[config.mk]
export PLATFORM = sky130hd
export DESIGN_NAME = uvs_fifo
export DESIGN_NICKNAME = d
export VERILOG_FILES = /design/src/rtl/core/uvs_pkg.sv /design/src/rtl/core/uvs_fifo.sv
export SDC_FILE = /design/constraint.sdc
export NUM_CORES = 1
export LEC_CHECK = 0
export ABC_AREA = 0
export BUFFER_PORTS_ARGS = -buffer_cell sky130_fd_sc_hd__buf_4
export CAP_MARGIN = 10
export CORE_ASPECT_RATIO = 2
export CORE_MARGIN = 2
export CORE_UTILIZATION = 57
export CTS_CLUSTER_DIAMETER = 60
export DETAILED_ROUTE_END_ITERATION = 10
export GPL_TIMING_DRIVEN = 0
export MAX_ROUTING_LAYER = met4
export PLACE_DENSITY_LB_ADDON = 0.05
export SYNTH_ARGS = -nofsm -noshare
export SYNTH_HDL_FRONTEND = slang
export SYNTH_SLANG_ARGS = --single-unit
[constraint.sdc]
create_clock -name clk -period 3.9 [get_ports clk]
set_input_delay 0.585 -clock clk [delete_from_list [all_inputs] [get_ports clk]]
set_output_delay 0.585 -clock clk [all_outputs]
set_load 0.05 [all_outputs]
[src/rtl/core/uvs_pkg.sv]
// Types, constants and helper functions of the UV sphere tessellator core
`timescale 1ns / 1ps
package uvs_pkg;
  localparam int MAX_STACKS = 64;
  localparam int MAX_SLICES = 64;
  localparam int FRAC_BITS  = 14;
  localparam int ONE_Q      = 1 << FRAC_BITS;
  localparam int SIN_SH     = 30 - FRAC_BITS;

  localparam int EW = 13;

  localparam int DIV_NW = 24;
  localparam int DIV_QW = 17;
  localparam int DIV_DW = 8;

  localparam int SIN_LAT  = 7;
  localparam int FQ_DEPTH = 4;
  localparam int FQ_AW    = $clog2(FQ_DEPTH);
  localparam int APB_AW   = 4;
  localparam int APB_DW   = 32;

  localparam logic [1:0] ST_MORE    = 2'd0;
  localparam logic [1:0] ST_LAST    = 2'd1;
  localparam logic [1:0] ST_INVALID = 2'd2;

  localparam logic [1:0] REG_STACKS = 2'd0;
  localparam logic [1:0] REG_SLICES = 2'd1;
  localparam logic [1:0] REG_RADIUS = 2'd2;

  localparam logic [1:0] LAST_IDX = 2'd2;
  localparam logic [15:0] QTURN   = 16'h4000;

  localparam logic signed [15:0] Q_ONE = 16'(ONE_Q);
  localparam logic [14:0] TEX_ONE  = 15'(ONE_Q);
  localparam logic [14:0] TEX_HALF = 15'(ONE_Q / 2);

  localparam logic [30:0] SIN_C [5] = '{31'd172272, 31'd5026995, 31'd85569306,
                                        31'd693598668, 31'd1686629713};

  typedef enum logic [2:0] {K_VERT, K_TOP, K_BOT, K_CAP, K_BAND, K_BAD} kind_t;

  typedef struct packed {
    logic [6:0]  stacks;
    logic [6:0]  slices;
    logic [14:0] radius;
  } cfg_t;

  typedef struct packed {
    kind_t                 kind;
    logic [EW-1:0]         num;
    logic                  odd;
    logic [2:0][EW-1:0]    corner;
    logic [14:0]           tu;
    logic [14:0]           tv;
  } item_t;

  typedef struct packed {
    logic signed [15:0] pos_x;
    logic signed [15:0] pos_y;
    logic signed [15:0] pos_z;
    logic [14:0]        tex_u;
    logic [14:0]        tex_v;
    logic signed [15:0] norm_x;
    logic signed [15:0] norm_y;
    logic signed [15:0] norm_z;
    logic signed [15:0] tan_x;
    logic signed [15:0] tan_z;
  } vtx_t;

  function automatic logic signed [15:0] mulq(input logic signed [15:0] a,
                                              input logic signed [15:0] b);
    logic        neg;
    logic [15:0] ua;
    logic [15:0] ub;
    logic [31:0] m;
    neg = a[15] ^ b[15];
    ua  = a[15] ? 16'(-a) : 16'(a);
    ub  = b[15] ? 16'(-b) : 16'(b);
    m   = (32'(ua) * 32'(ub) + 32'(ONE_Q / 2)) >> FRAC_BITS;
    return neg ? -$signed(m[15:0]) : $signed(m[15:0]);
  endfunction
endpackage

[src/rtl/core/uvs_fifo.sv]
// Short word queue between the classifier and the generator pipeline
`timescale 1ns / 1ps
module uvs_fifo (
  input  logic           clk,
  input  logic           rst,
  input  logic           push,
  input  uvs_pkg::item_t din,
  output logic           full,
  input  logic           pop,
  output uvs_pkg::item_t dout,
  output logic           empty
);
  import uvs_pkg::*;

  item_t            mem [FQ_DEPTH];
  logic [FQ_AW-1:0] wp;
  logic [FQ_AW-1:0] rp;
  logic [FQ_AW:0]   cnt;

  assign full  = cnt == (FQ_AW + 1)'(FQ_DEPTH);
  assign empty = cnt == '0;
  assign dout  = mem[rp];

  always_ff @(posedge clk) begin
    if (rst) begin
      wp  <= '0;
      rp  <= '0;
      cnt <= '0;
    end else begin
      if (push) wp <= wp + 1'b1;
      if (pop) rp <= rp + 1'b1;
      if (push && !pop) cnt <= cnt + 1'b1;
      else if (pop && !push) cnt <= cnt - 1'b1;
    end
  end

  always_ff @(posedge clk) begin
    if (push) mem[wp] <= din;
  end
endmodule

==> results.md <==
* Vias per std cell at about 5.7
* CP endpoint kind: primary output
* Antenna diodes at 0
* Share of layout cells above drive strength 1 at approximately 45%
* DRC viols at 0
* GRT Total Usage at roughly a fifth
* Core area at 22160 um2
* Gpl congestion at 0.7057
* P_int at between 6 and 7 mW
* First-pass GRT wire length at ~34 mm
* Comb pwr share at around 16%
* MaxCap Viol Count at 0
* H-tree Lvls at 1
* Overall power at ~8.5 mW
* Worst skew pair latency at 0.54 ns
* FF+latch count, synth at ~350
* Seq/Total Area, Yosys at around four fifths
* YS warnings at 0
* Period utilisation layout at 72.77%
* Iteration-0 DRC Markers at between 300 and 400
* Mapped Nets at between 500 and 600
* Post-layout min period at around 2.8 ns
* Root Buffer: clkbuf_16
* Max Slew Vio Count at 0
* Setup Skew at ~0.007 ns
* Switching power at 2.120 mW
* Final net count at between 800 and 900
* Synth cell types at 21
* Sw Ratio at approximately 25%
* Sequential Power Share at around 52%
* PwrDens at between 500 and 600 nW/um2
* Pin count of the biggest net entering global routing at between 40 and 50
* I/O Pins at approximately 180
* Layout area overhead at 20.86%
* Post-cts repair resize count at 0
* RSZ-0062 raised after global routing: false
* GRT overflow at 0
* Syn_area_per_cell at approximately 26 um2
* ANT nets after route at 0
* VDD IR max at between 0.4 and 0.5 mV
* Worst relative slew slack at approximately 50%
* Vias in the first global route at between 6000 and 7000
* Status: finished clean
* Post-CTS Setup Bufs at 0
* Worst-margin pin slew at ~0.77 ns
* Routed WL at approximately 23 mm
* Dominant cell type by area after synthesis: edfxtp_1
* Cell area after synthesis at roughly 13000 um2
* Critical Path AT at roughly 2.3 ns
* Leading post-synthesis cells by cell area: edfxtp_1 80%, mux4_2 15%, dfxtp_1 1.4%
* Fmax at ~0.35 GHz
* Post-detail-place hpwl at approximately 15 mm
* DR pass1 iterations at 6
* Port bufs at approximately 180
* Synth Instances at slightly below 500
* DIE WIDTH at around 110 um
* Clock-pin slew on the worst setup and hold paths at 0.06 ns
* Clk pwr share at 32.4%
* Hold WS at ~0.24 ns
* Row count at 77
* Routed wire per std cell at ~23 um
* Die Ht at 216.5 um
* Initial core utilization at approximately three fifths
* TritonCTS clock tree: built
* Max clock buf depth at 3
* Fin. Hold Viols at 0
* Startpoint types: flop
* Worst Path Required at 3.31 ns
* Critical path type: reg -> out
* Vias at 5737
* Initial antenna violation count at 0
* Num Clock Sinks at 353
* Leakage at between 5 and 6 nW
* Final setup violation count at 0
* Area share of the largest cell type after synthesis at 80.25%
* Hold Path Class: in -> reg
* Cts hold-fix bufs at 0
* CP Max Fanout at 10
* Num CTS Buffers at 29
* DIE AREA at about 24000 um2
## kinds of logic after synthesis
family,share of synthesized area [%]
multiplexers,15.20
adder cells (fa/ha/maj),0.6415
flip-flops,81.65
XOR/XNOR,0.3403
AO/OA/AOI/OAI,0.07769
AND/OR/NAND/NOR,0.5735
buffers and inverters,1.516
## synth_stat cells
cell / number
fa_1: 1
ha_1: 5
inv_1: 4
and2_1: 4
buf_2: 10
mux2i_1: 2
nor3b_1: 1
nand2_1: 1
a21oi_1: 1
xnor2_1: 2
nor3_1: 1
o21ai_0: 1
buf_6: 1
clkbuf_1: 5
or3_1: 1
mux4_2: 86
xor2_1: 3
dfxtp_1: 9
edfxtp_1: 344
nor2_1: 7
buf_12: 5
## worst max-delay path: stages (launching register included)
cell and delay [ns]:
dfxtp_1 0.31, buf_2 0.18, buf_2 0.29, buf_2 0.33, mux4_2 0.38, buf_4 0.21
## metrics by stage
stage	instances	util [%]	worst slack (ns)	TNS, ns	area [um2]
floorplan	494	-	0.8644	0	12870
global placement	946	65.61	-0.7700	-256.21	14540
detailed placement	950	66.15	1.587	0	14660
CTS	1002	70.21	1.005	0	15560
global route	1002	70.21	0.9888	0	15560
finish	1002	70.21	1.062	0	15560
## state kept, by name, summed over array words and instances (netlist names), named ones only
| signal | cells |
|---|---|
| rp | 2 |
| wp | 2 |
| cnt | 3 |
| mem | 344 |
## per-layer routing
layer  vias to the layer above  part of all wire (%)  global-route usage [%]
met3                        43                   5.9                   3.489
met5                         -                     0                       -
met1                      2989                    35                   22.28
li1                       2527                     -                       -
met4                         0                   3.1                   7.500
met2                       178                    56                   35.40
## power groups by stage
stage / Combinational (mW) / Clock [mW] / Sequential [mW]
detailed placement: 1.39 / 0 / 4.48
global route: 1.44 / 2.96 / 4.41
floorplan: 0.941 / 0 / 4.48
global placement: 1.35 / 0 / 4.49
CTS: 1.39 / 2.83 / 4.40
finish: 1.37 / 2.76 / 4.40
## final timing paths
kind	end	slack [ns]	cells past startpoint	from
worst max-delay path	dout[65]	1.06	5	flop
worst min-delay path	mem[1][79]	0.24	1	din[79]
worst max register to register	mem[0][83]	1.97	4	wp[0]
worst min register to register	cnt[2]	0.52	2	cnt[2]
## cells in the final DEF, fill, tap and decap left out, drive strengths merged
| cell type | netlist | routed |
|---|---|---|
| edfxtp | 344 | 344 |
| buf | 16 | 196 |
| mux4 | 86 | 86 |
| clkbuf | 5 | 42 |
| clkinv | 0 | 12 |
| dfxtp | 9 | 9 |
| nor2 | 7 | 7 |
| ha | 5 | 5 |
| inv | 4 | 4 |
| and2 | 4 | 4 |
| xor2 | 3 | 3 |
| bufinv | 0 | 3 |
| xnor2 | 2 | 2 |
| mux2i | 2 | 2 |
| nor3 | 1 | 1 |
| nor3b | 1 | 1 |
| nand2 | 1 | 1 |
| o21ai | 1 | 1 |
| or3 | 1 | 1 |
| a21oi | 1 | 1 |
| fa | 1 | 1 |
## area by class of cell
type	count	area [um2]
Sequential cell	353	10510
Buffer	21	180.2
Inverter	4	15.01
Timing Repair Buffer	180	1431
Fill cell	1400	6601
Clock buffer	37	755.7
Tap cell	276	345.3
Clock inverter	15	142.6
Multi-Input combinational cell	116	2177
Note: power is estimated with default switching activity, not from simulation.
