`src/rtl/core/uvs_pkg.sv`:
```
// Types, constants and helper functions of the UV sphere tessellator core
`timescale 1ns / 1ps
package uvs_pkg;
  localparam int MAX_STACKS = 64;
  localparam int MAX_SLICES = 64;
  localparam int FRAC_BITS  = 14;
  localparam int ONE_Q      = 1 << FRAC_BITS;
  localparam int SIN_SH     = 30 - FRAC_BITS;

  localparam int EW = 13;

  localparam int DIV_NW = 24;
  localparam int DIV_QW = 17;
  localparam int DIV_DW = 8;

  localparam int SIN_LAT  = 7;
  localparam int FQ_DEPTH = 4;
  localparam int FQ_AW    = $clog2(FQ_DEPTH);
  localparam int APB_AW   = 4;
  localparam int APB_DW   = 32;

  localparam logic [1:0] ST_MORE    = 2'd0;
  localparam logic [1:0] ST_LAST    = 2'd1;
  localparam logic [1:0] ST_INVALID = 2'd2;

  localparam logic [1:0] REG_STACKS = 2'd0;
  localparam logic [1:0] REG_SLICES = 2'd1;
  localparam logic [1:0] REG_RADIUS = 2'd2;

  localparam logic [1:0] LAST_IDX = 2'd2;
  localparam logic [15:0] QTURN   = 16'h4000;

  localparam logic signed [15:0] Q_ONE = 16'(ONE_Q);
  localparam logic [14:0] TEX_ONE  = 15'(ONE_Q);
  localparam logic [14:0] TEX_HALF = 15'(ONE_Q / 2);

  localparam logic [30:0] SIN_C [5] = '{31'd172272, 31'd5026995, 31'd85569306,
                                        31'd693598668, 31'd1686629713};

  typedef enum logic [2:0] {K_VERT, K_TOP, K_BOT, K_CAP, K_BAND, K_BAD} kind_t;

  typedef struct packed {
    logic [6:0]  stacks;
    logic [6:0]  slices;
    logic [14:0] radius;
  } cfg_t;

  typedef struct packed {
    kind_t                 kind;
    logic [EW-1:0]         num;
    logic                  odd;
    logic [2:0][EW-1:0]    corner;
    logic [14:0]           tu;
    logic [14:0]           tv;
  } item_t;

  typedef struct packed {
    logic signed [15:0] pos_x;
    logic signed [15:0] pos_y;
    logic signed [15:0] pos_z;
    logic [14:0]        tex_u;
    logic [14:0]        tex_v;
    logic signed [15:0] norm_x;
    logic signed [15:0] norm_y;
    logic signed [15:0] norm_z;
    logic signed [15:0] tan_x;
    logic signed [15:0] tan_z;
  } vtx_t;

  function automatic logic signed [15:0] mulq(input logic signed [15:0] a,
                                              input logic signed [15:0] b);
    logic        neg;
    logic [15:0] ua;
    logic [15:0] ub;
    logic [31:0] m;
    neg = a[15] ^ b[15];
    ua  = a[15] ? 16'(-a) : 16'(a);
    ub  = b[15] ? 16'(-b) : 16'(b);
    m   = (32'(ua) * 32'(ub) + 32'(ONE_Q / 2)) >> FRAC_BITS;
    return neg ? -$signed(m[15:0]) : $signed(m[15:0]);
  endfunction
endpackage

```
`src/rtl/core/uvs_if.sv`:
```
// Request and result channel interfaces of the tessellator core
`timescale 1ns / 1ps
interface uvs_req_if;
  logic                   valid;
  logic                   ready;
  logic                   cmd;
  logic [uvs_pkg::EW-1:0] element_number;
  modport source (output valid, cmd, element_number, input ready);
  modport sink (input valid, cmd, element_number, output ready);
endinterface


```
`src/rtl/core/uvs_front.sv`:
```
// Request classifier: range checks, pole and cap decode, band offsets
`timescale 1ns / 1ps
module uvs_front (
  input  uvs_pkg::cfg_t  cfg,
  uvs_req_if.sink        req,
  input  logic           full,
  output logic           push,
  output uvs_pkg::item_t item
);
  import uvs_pkg::*;

  logic [6:0]    ring;
  logic [13:0]   vprod;
  logic [13:0]   tprod;
  logic [13:0]   bprod;
  logic [EW-1:0] nvert;
  logic [EW-1:0] ntri;
  logic [EW-1:0] nband;
  logic [EW-1:0] e;
  logic [EW-1:0] t;
  logic [EW-1:0] i;
  logic [EW-1:0] bottom;
  logic [EW-1:0] last;

  assign req.ready = !full;
  assign push      = req.valid && !full;

  always_comb begin
    ring   = cfg.slices + 7'd1;
    vprod  = 14'(cfg.stacks - 7'd1) * 14'(ring);
    tprod  = 14'(cfg.slices) * 14'(cfg.stacks - 7'd1);
    bprod  = 14'(cfg.slices) * 14'(cfg.stacks - 7'd2);
    nvert  = EW'(vprod) + 13'd2;
    ntri   = EW'({tprod, 1'b0});
    nband  = EW'({bprod, 1'b0});
    e      = req.element_number;
    t      = e - EW'(cfg.slices);
    i      = t - nband;
    bottom = nvert - 13'd1;
    last   = bottom - EW'(ring);
    item   = '0;
    item.kind = K_BAD;
    if (!req.cmd) begin
      if (e >= nvert) begin
        item.kind = K_BAD;
      end else if (e == '0) begin
        item.kind = K_TOP;
      end else if (e == bottom) begin
        item.kind = K_BOT;
      end else begin
        item.kind = K_VERT;
        item.num  = e - 13'd1;
      end
    end else begin
      if (e >= ntri) begin
        item.kind = K_BAD;
      end else if (e < EW'(cfg.slices)) begin
        item.kind      = K_CAP;
        item.corner[0] = '0;
        item.corner[1] = e + 13'd2;
        item.corner[2] = e + 13'd1;
      end else if (t < nband) begin
        item.kind = K_BAND;
        item.num  = t >> 1;
        item.odd  = t[0];
      end else begin
        item.kind      = K_CAP;
        item.corner[0] = bottom;
        item.corner[1] = last + i;
        item.corner[2] = last + i + 13'd1;
      end
    end
  end
endmodule

```
`src/flat_wrapper.sv`:
```
// flat-port wrapper written by rule: the top's interface ports become plain ports
module uvs_front_flat import uvs_pkg::*;
  (cfg, full, push, item, req_valid, req_cmd, req_element_number, req_ready);
  uvs_req_if req_i ();
  input  uvs_pkg::cfg_t cfg;
  input  logic full;
  output logic push;
  output uvs_pkg::item_t item;
  input wire logic [$bits(req_i.valid)-1:0] req_valid;
  input wire logic [$bits(req_i.cmd)-1:0] req_cmd;
  input wire logic [$bits(req_i.element_number)-1:0] req_element_number;
  output wire logic [$bits(req_i.ready)-1:0] req_ready;
  assign req_i.valid = req_valid;
  assign req_i.cmd = req_cmd;
  assign req_i.element_number = req_element_number;
  assign req_ready = req_i.ready;
  uvs_front u_core (.cfg(cfg), .req(req_i), .full(full), .push(push), .item(item));
endmodule
```
`config.mk`:
```
export PLATFORM = sky130hd
export DESIGN_NAME = uvs_front_flat
export DESIGN_NICKNAME = d
export VERILOG_FILES = /design/src/rtl/core/uvs_pkg.sv /design/src/rtl/core/uvs_if.sv /design/src/rtl/core/uvs_front.sv /design/src/flat_wrapper.sv
export SDC_FILE = /design/constraint.sdc
export NUM_CORES = 1
export LEC_CHECK = 0
export BUFFER_PORTS_ARGS = -buffer_cell sky130_fd_sc_hd__buf_2
export CAP_MARGIN = 20
export CORE_UTILIZATION = 56
export DETAILED_ROUTE_END_ITERATION = 7
export GPL_ROUTABILITY_DRIVEN = 0
export PLACE_DENSITY = 0.89
export RECOVER_POWER = 50
export SYNTH_ARGS = -nofsm -noshare
export SYNTH_HDL_FRONTEND = slang
export SYNTH_SLANG_ARGS = --single-unit
export TNS_END_PERCENT = 20
```
`constraint.sdc`:
```
create_clock -name vclk -period 10.1
set_input_delay 1.515 -clock vclk [all_inputs]
set_output_delay 1.515 -clock vclk [all_outputs]
set_load 0.005 [all_outputs]
```
==> impl_results.rst <==
.. list-table::
   :header-rows: 1

   * - Metric
     - Value
   * - Upper clock frequency limit
     - 94.41 MHz
   * - Count of final setup violators
     - 43
   * - Cells after DPL
     - 1584
   * - IO Port Bufs
     - a little under 90
   * - Final period util
     - 1.049
   * - Number of distinct library cells after synthesis
     - 64
   * - Actual transition at the worst max-transition pin
     - 0.8532 ns
   * - Worst relative slew slack
     - 0.4293
   * - GR Overflow Total
     - 0
   * - Peak fanout along the critical path
     - 5
   * - Area of the mapped netlist
     - 9224 um2
   * - Maximum number of pins on one net before global-route repair
     - 29
   * - Post-synth top area share
     - 0.2604
   * - Kind of start point of the critical path
     - input pin
   * - CP Class
     - input pin to output port
   * - Average wire per standard cell
     - 19.91 um
   * - Cells after synthesis
     - 1179
   * - Total global routing track utilization
     - 0.3335
   * - Setup repair after global routing missed its margin
     - yes
   * - Fillcell total
     - about 1.0k
   * - Worst hold path class
     - input pin to output port
   * - Number of flip-flops and latches
     - 0
   * - Ratio of routed vias to standard cells
     - just over 6
   * - Status
     - finished, violations left
   * - Final max-slew violation count
     - 0
   * - Worst path max stage delay
     - between 0.5 and 0.6 ns
   * - DRC violations left
     - 0
   * - Routed via count
     - 9739
   * - Number of warnings printed during yosys synthesis
     - 0
   * - Sequential area share after synthesis
     - 0
   * - Launch instance of the worst min-delay path
     - full
   * - Highest-delay cell along the critical path
     - sky130_fd_sc_hd__fa_1
   * - Synthesis-to-layout area growth
     - 23.39%
   * - Vertical extent of the die
     - 130.3 um
   * - Clkbuf count
     - 0
   * - DP HPWL
     - 22640 um
   * - Final hold viol count
     - 0
   * - Worst setup EP type
     - output port
   * - Routed Antenna Nets
     - 0
   * - # Max-Cap Violations
     - 0
   * - Top area cells in the synthesized netlist
     - sky130_fd_sc_hd__fa_1 26%, sky130_fd_sc_hd__ha_1 17%, sky130_fd_sc_hd__inv_1 7.6%
   * - I/O pin count
     - roughly 130
   * - Crit path arrival time
     - slightly above 9 ns
   * - Cell occurring most often along the worst timing path
     - sky130_fd_sc_hd__fa_1
   * - Nets
     - 1677
   * - Total core area
     - approximately 16000 um2
   * - Overall die width
     - 130.3 um
   * - Mapped Avg Cell Area
     - 7.823 um2
   * - Area leader, netlist
     - sky130_fd_sc_hd__fa_1
   * - Initial antenna violation count
     - 6
   * - Area enclosed by the die boundary
     - 16990 um2
   * - Post-route non-filler standard cell count
     - 1605
   * - Initial DRC Count
     - ~1.3k
   * - Violations in the final reports
     - negative setup slack
   * - First-pass GRT wire length
     - 44600 um
   * - Register Area
     - 0 um2
   * - Worst Slack Setup Final
     - -0.4922 ns
   * - Clock period minus final worst setup slack
     - 10.59 ns
   * - CP Launch Point
     - cfg[15]
   * - Std cell rows
     - 46
   * - Starting density of the core
     - 0.5765
   * - Total detailed-routing wirelength
     - 31960 um
   * - Count of TritonRoute iterations in the first routing pass
     - 6
   * - Number of global-route vias before repair
     - 9593
   * - Critical Path RT
     - 8.59 ns
   * - Share of layout cells above drive strength 1
     - 0.2377
[critical path: cells and delay by family]
family                     cells  cell delay (ns)
AOI/OAI and AO/OA              4             0.95
xor gates and xnor gates       5             1.02
adders and majority gates      9             3.59
buffers and inverters          7             0.62
and+or+nand+nor                7             1.36
[cell type report]
| class | instances | area, um2 | share of cell area |
|---|---|---|---|
| Antenna cell | 5 | 12.51 | 0.001099 |
| Inverter | 190 | 721.9 | 0.06343 |
| Timing Repair Buffer | 245 | 1669 | 0.1467 |
| Multi-Input combinational cell | 949 | 8707 | 0.7651 |
| Tap cell | 216 | 270.3 | 0.02375 |
[through the flow]
stage	area (um2)	util	hold slack (ns)	setup WS, ns	TNS, ns
after global placement	10830	0.6766	3.254	-0.2649	-0.6004
after floorplan	9454	-	3.057	-0.03745	-0.03745
after detailed placement	10830	0.6766	3.269	-0.4304	-2.873
after global routing	11370	0.7107	3.263	-0.8007	-21.56
final	11380	0.7113	3.246	-0.4922	-8.317
after CTS	11130	0.6955	3.270	-0.2839	-0.8559
[synth_stat cells, types with 3 or more instances]
| cell | n |
|---|---|
| sky130_fd_sc_hd__a21oi_1 | 38 |
| sky130_fd_sc_hd__o211ai_1 | 3 |
| sky130_fd_sc_hd__buf_4 | 30 |
| sky130_fd_sc_hd__o31ai_1 | 3 |
| sky130_fd_sc_hd__nor2_1 | 101 |
| sky130_fd_sc_hd__o21ai_1 | 5 |
| sky130_fd_sc_hd__nor2b_1 | 26 |
| sky130_fd_sc_hd__a31oi_1 | 4 |
| sky130_fd_sc_hd__xor2_1 | 55 |
| sky130_fd_sc_hd__inv_1 | 187 |
| sky130_fd_sc_hd__and3_1 | 8 |
| sky130_fd_sc_hd__clkbuf_1 | 38 |
| sky130_fd_sc_hd__a211o_1 | 3 |
| sky130_fd_sc_hd__nor3_1 | 20 |
| sky130_fd_sc_hd__o21bai_1 | 5 |
| sky130_fd_sc_hd__nand2_1 | 120 |
| sky130_fd_sc_hd__fa_1 | 120 |
| sky130_fd_sc_hd__a21o_1 | 22 |
| sky130_fd_sc_hd__o21a_1 | 3 |
| sky130_fd_sc_hd__and2_1 | 30 |
| sky130_fd_sc_hd__o22ai_1 | 7 |
| sky130_fd_sc_hd__o21ai_0 | 25 |
| sky130_fd_sc_hd__or2_2 | 4 |
| sky130_fd_sc_hd__xnor2_1 | 73 |
| sky130_fd_sc_hd__nand4_1 | 7 |
| sky130_fd_sc_hd__nor3b_1 | 5 |
| sky130_fd_sc_hd__a21boi_0 | 3 |
| sky130_fd_sc_hd__a211oi_1 | 17 |
| sky130_fd_sc_hd__nand2b_1 | 28 |
| sky130_fd_sc_hd__nand3_1 | 15 |
| sky130_fd_sc_hd__nor4_1 | 4 |
| sky130_fd_sc_hd__inv_2 | 3 |
| sky130_fd_sc_hd__ha_1 | 126 |
[path summary, 6_finish.rpt]
kind | endpoint | slack, ns | cells past startpoint
hold / removal | req_ready | 3.25 | 3
setup / recovery | item[67] | -0.49 | 32
[cells in the final DEF (no fill, tap or decap), types with 4 or more instances in the layout]
cell type,instances
sky130_fd_sc_hd__o21ai_1,8
sky130_fd_sc_hd__o21ai_0,18
sky130_fd_sc_hd__buf_2,85
sky130_fd_sc_hd__inv_1,178
sky130_fd_sc_hd__xor2_1,50
sky130_fd_sc_hd__inv_2,9
sky130_fd_sc_hd__a21oi_2,4
sky130_fd_sc_hd__o21ai_2,4
sky130_fd_sc_hd__nor2_1,97
sky130_fd_sc_hd__xor2_2,4
sky130_fd_sc_hd__xnor2_1,68
sky130_fd_sc_hd__nand2_1,116
sky130_fd_sc_hd__a211oi_1,15
sky130_fd_sc_hd__xnor2_2,5
sky130_fd_sc_hd__a31oi_1,4
sky130_fd_sc_hd__nor3_1,16
sky130_fd_sc_hd__buf_4,147
sky130_fd_sc_hd__diode_2,5
sky130_fd_sc_hd__and2_1,27
sky130_fd_sc_hd__ha_1,115
sky130_fd_sc_hd__fa_1,120
sky130_fd_sc_hd__ha_4,10
sky130_fd_sc_hd__nand3_1,13
sky130_fd_sc_hd__nand2b_1,27
sky130_fd_sc_hd__a21o_1,22
sky130_fd_sc_hd__conb_1,30
sky130_fd_sc_hd__nor2b_1,26
sky130_fd_sc_hd__a21oi_1,34
sky130_fd_sc_hd__buf_6,7
sky130_fd_sc_hd__nand4_1,7
sky130_fd_sc_hd__o22ai_1,7
sky130_fd_sc_hd__o21bai_1,5
sky130_fd_sc_hd__and3_1,8
[cells by family after synthesis]
group                    count (synthesis)  share of synthesized area
buffers and inverters                  259                     0.1184
other                                    1                  0.0004066
AND/OR/NAND/NOR                        387                     0.2063
adder cells (fa/ha/maj)                246                     0.4314
AO/OA/AOI/OAI                          151                     0.1069
XOR/XNOR                               134                     0.1355
multiplexers                             1                   0.001085
[repair_timing]
| action | 4_1_cts | 5_1_grt |
|---|---|---|
| resized for setup | 40 | 48 |
| hold buffers | 0 | 0 |
| buffers inserted | 13 | 4 |
| setup endpoints to repair | 21 | 47 |
| pin swaps | 19 | 26 |
[metal layers]
layer  wire [um]  global-route usage  share of wire
met3        4081             0.07954           0.13
met5          66                   0         0.0021
met4        2879              0.2211          0.090
met1       10130              0.3672           0.32
met2       14800              0.5738           0.46
