## src/rtl/core/uvs_pkg.sv

```systemverilog
// Types, constants and helper functions of the UV sphere tessellator core
`timescale 1ns / 1ps
package uvs_pkg;
  localparam int MAX_STACKS = 64;
  localparam int MAX_SLICES = 64;
  localparam int FRAC_BITS  = 14;
  localparam int ONE_Q      = 1 << FRAC_BITS;
  localparam int SIN_SH     = 30 - FRAC_BITS;

  localparam int EW = 13;

  localparam int DIV_NW = 24;
  localparam int DIV_QW = 17;
  localparam int DIV_DW = 8;

  localparam int SIN_LAT  = 7;
  localparam int FQ_DEPTH = 4;
  localparam int FQ_AW    = $clog2(FQ_DEPTH);
  localparam int APB_AW   = 4;
  localparam int APB_DW   = 32;

  localparam logic [1:0] ST_MORE    = 2'd0;
  localparam logic [1:0] ST_LAST    = 2'd1;
  localparam logic [1:0] ST_INVALID = 2'd2;

  localparam logic [1:0] REG_STACKS = 2'd0;
  localparam logic [1:0] REG_SLICES = 2'd1;
  localparam logic [1:0] REG_RADIUS = 2'd2;

  localparam logic [1:0] LAST_IDX = 2'd2;
  localparam logic [15:0] QTURN   = 16'h4000;

  localparam logic signed [15:0] Q_ONE = 16'(ONE_Q);
  localparam logic [14:0] TEX_ONE  = 15'(ONE_Q);
  localparam logic [14:0] TEX_HALF = 15'(ONE_Q / 2);

  localparam logic [30:0] SIN_C [5] = '{31'd172272, 31'd5026995, 31'd85569306,
                                        31'd693598668, 31'd1686629713};

  typedef enum logic [2:0] {K_VERT, K_TOP, K_BOT, K_CAP, K_BAND, K_BAD} kind_t;

  typedef struct packed {
    logic [6:0]  stacks;
    logic [6:0]  slices;
    logic [14:0] radius;
  } cfg_t;

  typedef struct packed {
    kind_t                 kind;
    logic [EW-1:0]         num;
    logic                  odd;
    logic [2:0][EW-1:0]    corner;
    logic [14:0]           tu;
    logic [14:0]           tv;
  } item_t;

  typedef struct packed {
    logic signed [15:0] pos_x;
    logic signed [15:0] pos_y;
    logic signed [15:0] pos_z;
    logic [14:0]        tex_u;
    logic [14:0]        tex_v;
    logic signed [15:0] norm_x;
    logic signed [15:0] norm_y;
    logic signed [15:0] norm_z;
    logic signed [15:0] tan_x;
    logic signed [15:0] tan_z;
  } vtx_t;

  function automatic logic signed [15:0] mulq(input logic signed [15:0] a,
                                              input logic signed [15:0] b);
    logic        neg;
    logic [15:0] ua;
    logic [15:0] ub;
    logic [31:0] m;
    neg = a[15] ^ b[15];
    ua  = a[15] ? 16'(-a) : 16'(a);
    ub  = b[15] ? 16'(-b) : 16'(b);
    m   = (32'(ua) * 32'(ub) + 32'(ONE_Q / 2)) >> FRAC_BITS;
    return neg ? -$signed(m[15:0]) : $signed(m[15:0]);
  endfunction
endpackage

```

## src/rtl/core/uvs_regs.sv

```systemverilog
// APB configuration registers with saturated effective values
`timescale 1ns / 1ps
module uvs_regs (
  input  logic                        clk,
  input  logic                        rst,
  input  logic                        psel,
  input  logic                        penable,
  input  logic                        pwrite,
  input  logic [uvs_pkg::APB_AW-1:0]  paddr,
  input  logic [uvs_pkg::APB_DW-1:0]  pwdata,
  output logic [uvs_pkg::APB_DW-1:0]  prdata,
  output logic                        pready,
  output uvs_pkg::cfg_t               cfg
);
  import uvs_pkg::*;

  logic [6:0]  stack_rows;
  logic [6:0]  slice_columns;
  logic [14:0] sphere_radius;
  logic [1:0]  idx;
  logic        wr;

  assign idx    = paddr[APB_AW-1:2];
  assign wr     = psel && penable && pwrite && pready;
  assign pready = 1'b1;

  always_ff @(posedge clk) begin
    if (rst) begin
      stack_rows    <= 7'd20;
      slice_columns <= 7'd20;
      sphere_radius <= 15'd8192;
    end else if (wr) begin
      case (idx)
        REG_STACKS: stack_rows    <= pwdata[6:0];
        REG_SLICES: slice_columns <= pwdata[6:0];
        REG_RADIUS: sphere_radius <= pwdata[14:0];
        default: ;
      endcase
    end
  end

  always_comb begin
    case (idx)
      REG_STACKS: prdata = APB_DW'(stack_rows);
      REG_SLICES: prdata = APB_DW'(slice_columns);
      REG_RADIUS: prdata = APB_DW'(sphere_radius);
      default:    prdata = '0;
    endcase
  end

  always_comb begin
    cfg.stacks = stack_rows < 7'd2 ? 7'd2 :
                 (stack_rows > 7'(MAX_STACKS) ? 7'(MAX_STACKS) : stack_rows);
    cfg.slices = slice_columns < 7'd3 ? 7'd3 :
                 (slice_columns > 7'(MAX_SLICES) ? 7'(MAX_SLICES) : slice_columns);
    cfg.radius = sphere_radius > 15'(ONE_Q) ? 15'(ONE_Q) : sphere_radius;
  end
endmodule

```

## config.mk

```make
export PLATFORM = sky130hd
export DESIGN_NAME = uvs_regs
export DESIGN_NICKNAME = d
export VERILOG_FILES = /design/src/rtl/core/uvs_pkg.sv /design/src/rtl/core/uvs_regs.sv
export SDC_FILE = /design/constraint.sdc
export NUM_CORES = 1
export LEC_CHECK = 0
export BUFFER_PORTS_ARGS = -buffer_cell sky130_fd_sc_hd__buf_2
export CORE_AREA = 2 2 64 66
export CTS_BUF_LIST = sky130_fd_sc_hd__clkbuf_4
export CTS_CLUSTER_SIZE = 20
export DETAILED_ROUTE_END_ITERATION = 8
export DIE_AREA = 0 0 66 68
export GPL_TIMING_DRIVEN = 0
export PLACE_DENSITY = 0.91
export REMOVE_ABC_BUFFERS = 1
export SLEW_MARGIN = 20
export SYNTH_ARGS = -nofsm -noshare
export SYNTH_HDL_FRONTEND = slang
export SYNTH_SLANG_ARGS = --single-unit
```

## constraint.sdc

```tcl
create_clock -name clk -period 2.1 [get_ports clk]
set_clock_uncertainty 0.1 [all_clocks]
set_input_delay 0.42 -clock clk [delete_from_list [all_inputs] [get_ports clk]]
set_output_delay 0.42 -clock clk [all_outputs]
set_load 0.02 [all_outputs]
```

==> results.txt, run 1 <==
----------------------------------------------------
[Status]
  Outcome ... finished, final reports clean

[Synthesis]
  Yosys warnings ... 0
  Largest family of logic cells by synthesized area ... simple AND/OR/NAND/NOR gates
  Mux contribution to synthesized area ... 20.2%
  Area share of xor/xnor cells in the synthesized design ... 0%
  Count of state elements after synthesis ... 29
  Synth Area in Compound Gates ... under 10%
  Synth Instances ... roughly 210
  Post-synthesis simple-gate area fraction ... around 33%
  Syn_area_per_cell ... 8.52 µm²
  Part of the Yosys area used for sequential elements ... about a third
  Post-Syn Area ... around 0.0018 mm²
  Adder-Cell Fraction of Synth Area ... 0%
  Cell variety after synth ... 21

[Layout]
  Total Nets Final ... about 310
  Seq. cell area ... between 500 and 600 µm²
  Non-filler cells, final ... between 300 and 400
  Layout area overhead ... 17.5%
  Number of diodes added for antenna fixing ... 0
  Number of filler cells placed in the layout ... 379
  Area occupied by multi-input gates ... roughly 0.0011 mm²
  Most frequent cells in the layout ... 65 x sky130_fd_sc_hd__buf_2, 39 x sky130_fd_sc_hd__nand2b_1, 36 x sky130_fd_sc_hd__mux2i_1
  Ratio of cells with drive above 1 in the final layout ... 28.4%
  Most common library cell in the layout ignoring fill and taps ... sky130_fd_sc_hd__buf_2

[GRT]
  Maximum number of pins on one net before global-route repair ... 47
  Met2 GRT Util ... 28.3%
  Number of global-route vias before repair ... 1212
  First-pass GRT wire length ... 5660 µm
  Met1 track utilization from global routing ... a little over a fifth
  Leftover overflow at the end of global routing ... 0
  Number of antenna violations at the first check in global routing ... 0
  Total Routing Usage GR ... between 10% and 20%
  Met3 Usage GRT ... between 5 and 6%
  Most used routing layer in global routing ... met2

[Clock network]
  H-tree depth reported by CTS ... 2
  Clock Pin Slew Worst Setup and Hold Paths ... 0.08 ns
  Post CTS Setup Buffer Count ... 0
  Clk_lat worst skew ... slightly above 0.3 ns
  Number of buffers created by CTS ... 5
  Clock tree root buffer cell ... sky130_fd_sc_hd__clkbuf_4
  Number of clock sinks ... 29
  Clock tree from TritonCTS ... done
  Clock Tree Buf Depth ... 2
  Number of hold buffers added after cts ... 0

[STA]
  Max-slew violation total from the final report ... 0
  Setup repair after global routing missed its margin ... false
  Worst-Margin Slew ... between 0.7 and 0.8 ns
  Achievable clock frequency ... a little over 0.5 GHz
  Worst slew margin relative to its limit ... between 50% and 60%
  Worst hold slack ... roughly 0.26 ns
  Share of the clock period used by the worst path after layout ... 93.4%
  Shortest clock period the worst path allows after layout ... 1.96 ns
  Final setup vio count ... 0
  Fin. Hold Viols ... 0
  Post-route worst setup slack ... approximately 0.14 ns

[Critical path]
  Worst-case register-to-register setup slack ... between 0.9 and 1 ns
  Endpoint type of the worst setup path ... primary output
  List of cells traversed by the critical path ... buf_2 -> nor2b_4 -> nand2_1 -> o21ai_0 -> buf_2
  Critical path data required time ... 1.58 ns
  Crit path max-delay family ... simple AND/OR/NAND/NOR gates
  Cell type of the slowest stage on the worst timing path ... sky130_fd_sc_hd__nor2b_4
  Top fanout value on the critical path ... 16
  Kind of launch point of the worst setup path ... input port
  Arr. time, crit path ... roughly 1.4 ns
  Start-to-end type of the worst setup path ... input port to primary output
  Most used cell along the critical path ... sky130_fd_sc_hd__buf_2
  Register-to-Register Path Depth ... 2
  Delay of the slowest critical-path stage ... approximately 0.4 ns
  Crit path buffers/inverters ... 2
  End of the worst register-to-register path ... sphere_radius[14]
  Launching point of the worst reg2reg path ... sphere_radius[14]

[Power and ir drop]
  Max IR drop VDD ... around 0.28 mV
  Power per unit of standard cell area ... about 490 mW/mm²
  Leakage ... ~1.0 nW

[Die]
  Die boundary height ... a little under 70 µm
  Starting Density ... 46.2%
  Die Wd ... around 66 µm
  Site row count ... 23
  Die footprint ... between 0.004 and 0.005 mm²
  Number of placed I/O pins ... roughly 100
  Core box area ... 0.00386 mm²

[Placed design]
  Dpl cells ... just over 300
  Place WS ... -0.362 ns
  Weighted congestion at the end of routability-driven global placement ... ~0.7
  HPWL after detailed placement ... around 2800 µm
  Number of input and output port buffers inserted ... 65

[Route]
  Overall routed net length ... 3760 µm
  Via total after detailed routing ... around 1.5k
  DRT antenna net count ... 0
  Drt first-iter violations ... between 70 and 80
  Mean number of vias per cell ... about 4.7
  Count of unresolved DRC violations after routing ... 0
  WL/cell ... ~12 µm
  Detailed-routing iteration count for the pre-antenna-repair pass ... 5

[Min path]
  Hold crit path type ... input port to flop
  Startpoint of the tightest hold check path ... pwdata[13]
  Hold Crit Depth ... 3
  WHS Endpoint ... sphere_radius[13]

[Run]
  Max capacitance violation total ... 0

----------------------------------------------------
[report_power, final]
part / internal [mW] / leakage, nW / switching [mW]
Sequential: 0.557 / 0.234 / 0.00758
Clock: 0.134 / 0.0292 / 0.173
Combinational: 0.0563 / 0.782 / 0.0996
Total: 0.747 / 1.05 / 0.280
[cells in the mapped netlist]
cell type	number	area share [%]
sky130_fd_sc_hd__or3_1	1	0.35
sky130_fd_sc_hd__mux2i_1	36	20
sky130_fd_sc_hd__nor2b_1	23	8.1
sky130_fd_sc_hd__inv_1	1	0.21
sky130_fd_sc_hd__nand2b_1	39	14
sky130_fd_sc_hd__nor4_1	2	0.70
sky130_fd_sc_hd__nor2_1	14	2.9
sky130_fd_sc_hd__nand3_2	1	0.56
sky130_fd_sc_hd__buf_4	19	8.0
sky130_fd_sc_hd__nor3_1	1	0.28
sky130_fd_sc_hd__o21ai_0	7	2.0
sky130_fd_sc_hd__clkbuf_1	11	2.3
sky130_fd_sc_hd__conb_1	2	0.42
sky130_fd_sc_hd__nand2_1	7	1.5
sky130_fd_sc_hd__a21oi_1	1	0.28
sky130_fd_sc_hd__buf_2	3	0.84
sky130_fd_sc_hd__and2_1	8	2.8
sky130_fd_sc_hd__nor3b_2	2	1.4
sky130_fd_sc_hd__nand4_1	1	0.35
sky130_fd_sc_hd__dfxtp_1	29	33
sky130_fd_sc_hd__or3b_1	1	0.49
[layer usage]
| metal | share of wire (%) | vias to the layer above |
|---|---|---|
| li1 | - | 744 |
| met1 | 45 | 684 |
| met2 | 47 | 46 |
| met3 | 6.8 | 5 |
| met4 | 0.64 | 0 |
| met5 | 0 | - |
[cells by family (layout without fill, tap and decap cells)]
group           after synthesis  after routing
simple gates                100            100
mux                          36             36
buf+inv                      34             73
flops                        29             29
compound gates                8              8
other cells                   2             18
[timing repair]
item / 4_1_cts / 5_1_grt
resized for setup: 2 / 0
setup endpoints to repair: 19 / 0
endpoints found under the hold margin: 0 / 0
[layout make-up]
type,count,area share [%]
Inverter,1,0.179
Timing Repair Buffer,65,15.5
Tap cell,50,2.99
Clock inverter,1,0.179
Multi-Input combinational cell,162,51.2
Clock buffer,6,2.15
Sequential cell,29,27.7
[how the worst max path moves through the flow]
stage / from / cells past startpoint / slack [ns] / end
3_3_place_gp: paddr[3] / 5 / -0.31 / prdata[6]
3_5_place_dp: paddr[2] / 5 / -0.36 / prdata[6]
4_1_cts: paddr[3] / 5 / 0.15 / prdata[6]
2_1_floorplan: paddr[3] / 3 / 0.33 / prdata[0]
6_report: paddr[3] / 5 / 0.14 / prdata[6]
5_1_grt: stack_rows[3] / 4 / 0.06 / cfg[23]
[stage by stage]
step / utilization, % / setup TNS, ns / area, µm² / total power [mW]
after floorplan: - / 0 / 1640 / 0.670
after CTS: 54.1 / 0 / 2090 / 1.04
after global routing: 54.3 / 0 / 2090 / 1.09
after detailed placement: 52.7 / -6.00 / 2030 / 0.730
after global placement: 52.7 / -5.04 / 2030 / 0.728
final: 54.3 / 0 / 2090 / 1.03
[worst reg2reg max path: stages (launching register included)]
cell                       delay [ns]
sky130_fd_sc_hd__dfxtp_1         0.72
sky130_fd_sc_hd__nand2b_1        0.11
sky130_fd_sc_hd__mux2i_1         0.14
[flip-flops by register name, indices dropped and copies added, names as in the netlist]
signal and count:
sphere_radius 15, slice_columns 7, stack_rows 7
Note: power is estimated with default switching activity, not from simulation.
==> run 2: changes to the inputs <==
clock period = 2.5 ns   (was 2.1 ns; I/O delays follow)
==> run 2 against run 1 <==
Against the previous run:
- worst hold slack gained 0.080 ns
- global-route usage about the same
- final cell count is the same
- sequential power down 16%
- combinational power is 17% lower
- clock-buffer cell count is the same
==> results.txt, run 2 (synthesis gave the netlist of run 1 again) <==
----------------------------------------------------
[GRT]
  Number of global-route vias before repair ... approximately 1.2k
  First-pass GRT wire length ... around 5700 µm
  Total Routing Usage GR ... 16.8%
  Maximum number of pins on one net before global-route repair ... 47
  Leftover overflow at the end of global routing ... 0
  Number of antenna violations at the first check in global routing ... 0

[Critical path]
  Worst-case register-to-register setup slack ... 1.37 ns
  Register-to-Register Path Depth ... 2
  Top fanout value on the critical path ... 16
  Launching point of the worst reg2reg path ... sphere_radius[14]
  Critical path data required time ... ~1.9 ns
  Kind of launch point of the worst setup path ... input port
  Endpoint type of the worst setup path ... primary output
  End of the worst register-to-register path ... sphere_radius[14]
  Start-to-end type of the worst setup path ... input port to primary output
  Arr. time, crit path ... roughly 1.7 ns

[Min path]
  Hold Crit Depth ... 3
  Startpoint of the tightest hold check path ... pwdata[13]
  WHS Endpoint ... sphere_radius[13]
  Hold crit path type ... input port to flop

[Die]
  Die footprint ... around 0.0045 mm²
  Starting Density ... a little under half
  Die boundary height ... about 68 µm
  Die Wd ... approximately 66 µm
  Number of placed I/O pins ... between 100 and 150
  Site row count ... 23
  Core box area ... ~0.0039 mm²

[Layout]
  Most flop-heavy register ... sphere_radius
  Largest register FFs ... 15
  Regs by FF count ... sphere_radius x15, slice_columns x7, stack_rows x7
  Post-route design area ... approximately 0.0021 mm²
  Area occupied by multi-input gates ... 0.00107 mm²
  Number of diodes added for antenna fixing ... 0
  Ratio of cells with drive above 1 in the final layout ... between 20% and 30%
  Total Nets Final ... 305
  Non-filler cells, final ... 314
  Most frequent cells in the layout ... 65 x sky130_fd_sc_hd__buf_2, 39 x sky130_fd_sc_hd__nand2b_1, 36 x sky130_fd_sc_hd__mux2i_1
  Seq. cell area ... approximately 580 µm²
  Most common library cell in the layout ignoring fill and taps ... sky130_fd_sc_hd__buf_2
  Layout area overhead ... 17.2%
  Number of filler cells placed in the layout ... between 300 and 400

[Placed design]
  Weighted congestion at the end of routability-driven global placement ... between 0.7 and 0.8
  Dpl cells ... between 300 and 400
  HPWL after detailed placement ... 2840 µm
  DP Area ... just over 0.002 mm²
  Number of input and output port buffers inserted ... 65
  Place WS ... -0.122 ns

[Power and ir drop]
  Leakage ... 1.04 nW
  Power per unit of standard cell area ... around 410 mW/mm²
  Max IR drop VDD ... approximately 0.24 mV

[Clock network]
  Clock tree from TritonCTS ... done
  Number of clock sinks ... 29
  Post CTS Setup Buffer Count ... 0
  Clock Tree Buf Depth ... 2
  Clock tree root buffer cell ... sky130_fd_sc_hd__clkbuf_4
  Clk_lat worst skew ... 0.31 ns
  Number of buffers created by CTS ... 5
  Clock Pin Slew Worst Setup and Hold Paths ... roughly 0.080 ns
  Cts repair resizes ... 1
  H-tree depth reported by CTS ... 2
  Number of hold buffers added after cts ... 0

[Route]
  Count of unresolved DRC violations after routing ... 0
  Drt first-iter violations ... just under 60
  Mean number of vias per cell ... approximately 4.7
  Overall routed net length ... around 3700 µm
  WL/cell ... roughly 12 µm
  Via total after detailed routing ... 1483
  DRT antenna net count ... 0
  Detailed-routing iteration count for the pre-antenna-repair pass ... 4

[STA]
  Achievable clock frequency ... about 0.43 GHz
  Fin. Hold Viols ... 0
  Worst slew margin relative to its limit ... 50.0%
  Worst-Margin Slew ... ~0.75 ns
  Shortest clock period the worst path allows after layout ... ~2.3 ns
  Max-slew violation total from the final report ... 0
  Post-route worst setup slack ... around 0.18 ns
  Final setup vio count ... 0
  Setup repair after global routing missed its margin ... false
  Share of the clock period used by the worst path after layout ... 92.9%

[Run]
  Max capacitance violation total ... 0

[Status]
  Outcome ... finished, final reports clean

----------------------------------------------------
## run 2: cell type report
| class | instances | area share [%] |
|---|---|---|
| multi-input cells | 162 | 51.1 |
| flip-flops and latches | 29 | 27.8 |
| repair buffers | 65 | 15.6 |
| well taps | 50 | 3.00 |
| clock buffers | 6 | 2.16 |
| clock inverters | 1 | 0.180 |
| inverters | 1 | 0.180 |
## run 2: worst max-delay path by stage
stage | start | end | slack, ns | depth (start not counted)
floorplan | paddr[3] | prdata[0] | 0.57 | 3
global placement | paddr[3] | prdata[6] | -0.07 | 5
detailed placement | paddr[2] | prdata[6] | -0.12 | 5
CTS | paddr[3] | prdata[6] | 0.18 | 5
global route | paddr[3] | prdata[2] | 0.08 | 5
finish | paddr[3] | prdata[6] | 0.18 | 5
## run 2: critical path, cell delays in order
cell                      delay (ns)
sky130_fd_sc_hd__buf_2          0.20
sky130_fd_sc_hd__nor2b_2        0.57
sky130_fd_sc_hd__nand2_1        0.10
sky130_fd_sc_hd__o21ai_0        0.13
sky130_fd_sc_hd__buf_2          0.22
## run 2: stage by stage
step	TNS [ns]	total power, mW	hold slack [ns]	utilization, %
6_report	0	0.861	0.343	54.2
5_1_grt	0	0.913	0.320	54.2
4_1_cts	0	0.871	0.329	54.0
3_5_place_dp	-1.12	0.613	0.380	52.7
3_3_place_gp	-0.300	0.611	0.363	52.7
2_1_floorplan	0	0.563	0.352	-
## run 2: power by group
group / switching [mW] / internal, mW / total [mW] / leakage [nW]
combinational: 0.0832 / 0.0467 / 0.130 / 0.778
clock: 0.145 / 0.113 / 0.258 / 0.0292
sequential: 0.00635 / 0.468 / 0.474 / 0.234
## run 2: layer usage
metal	wire, µm	vias up	global-route usage, %	part of all wire [%]
met4	24	0	3.83	0.64
met2	1760	48	28.7	47
met3	262	5	5.10	7.0
li1	-	745	-	-
met1	1680	685	21.0	45
met5	0	-	0	0
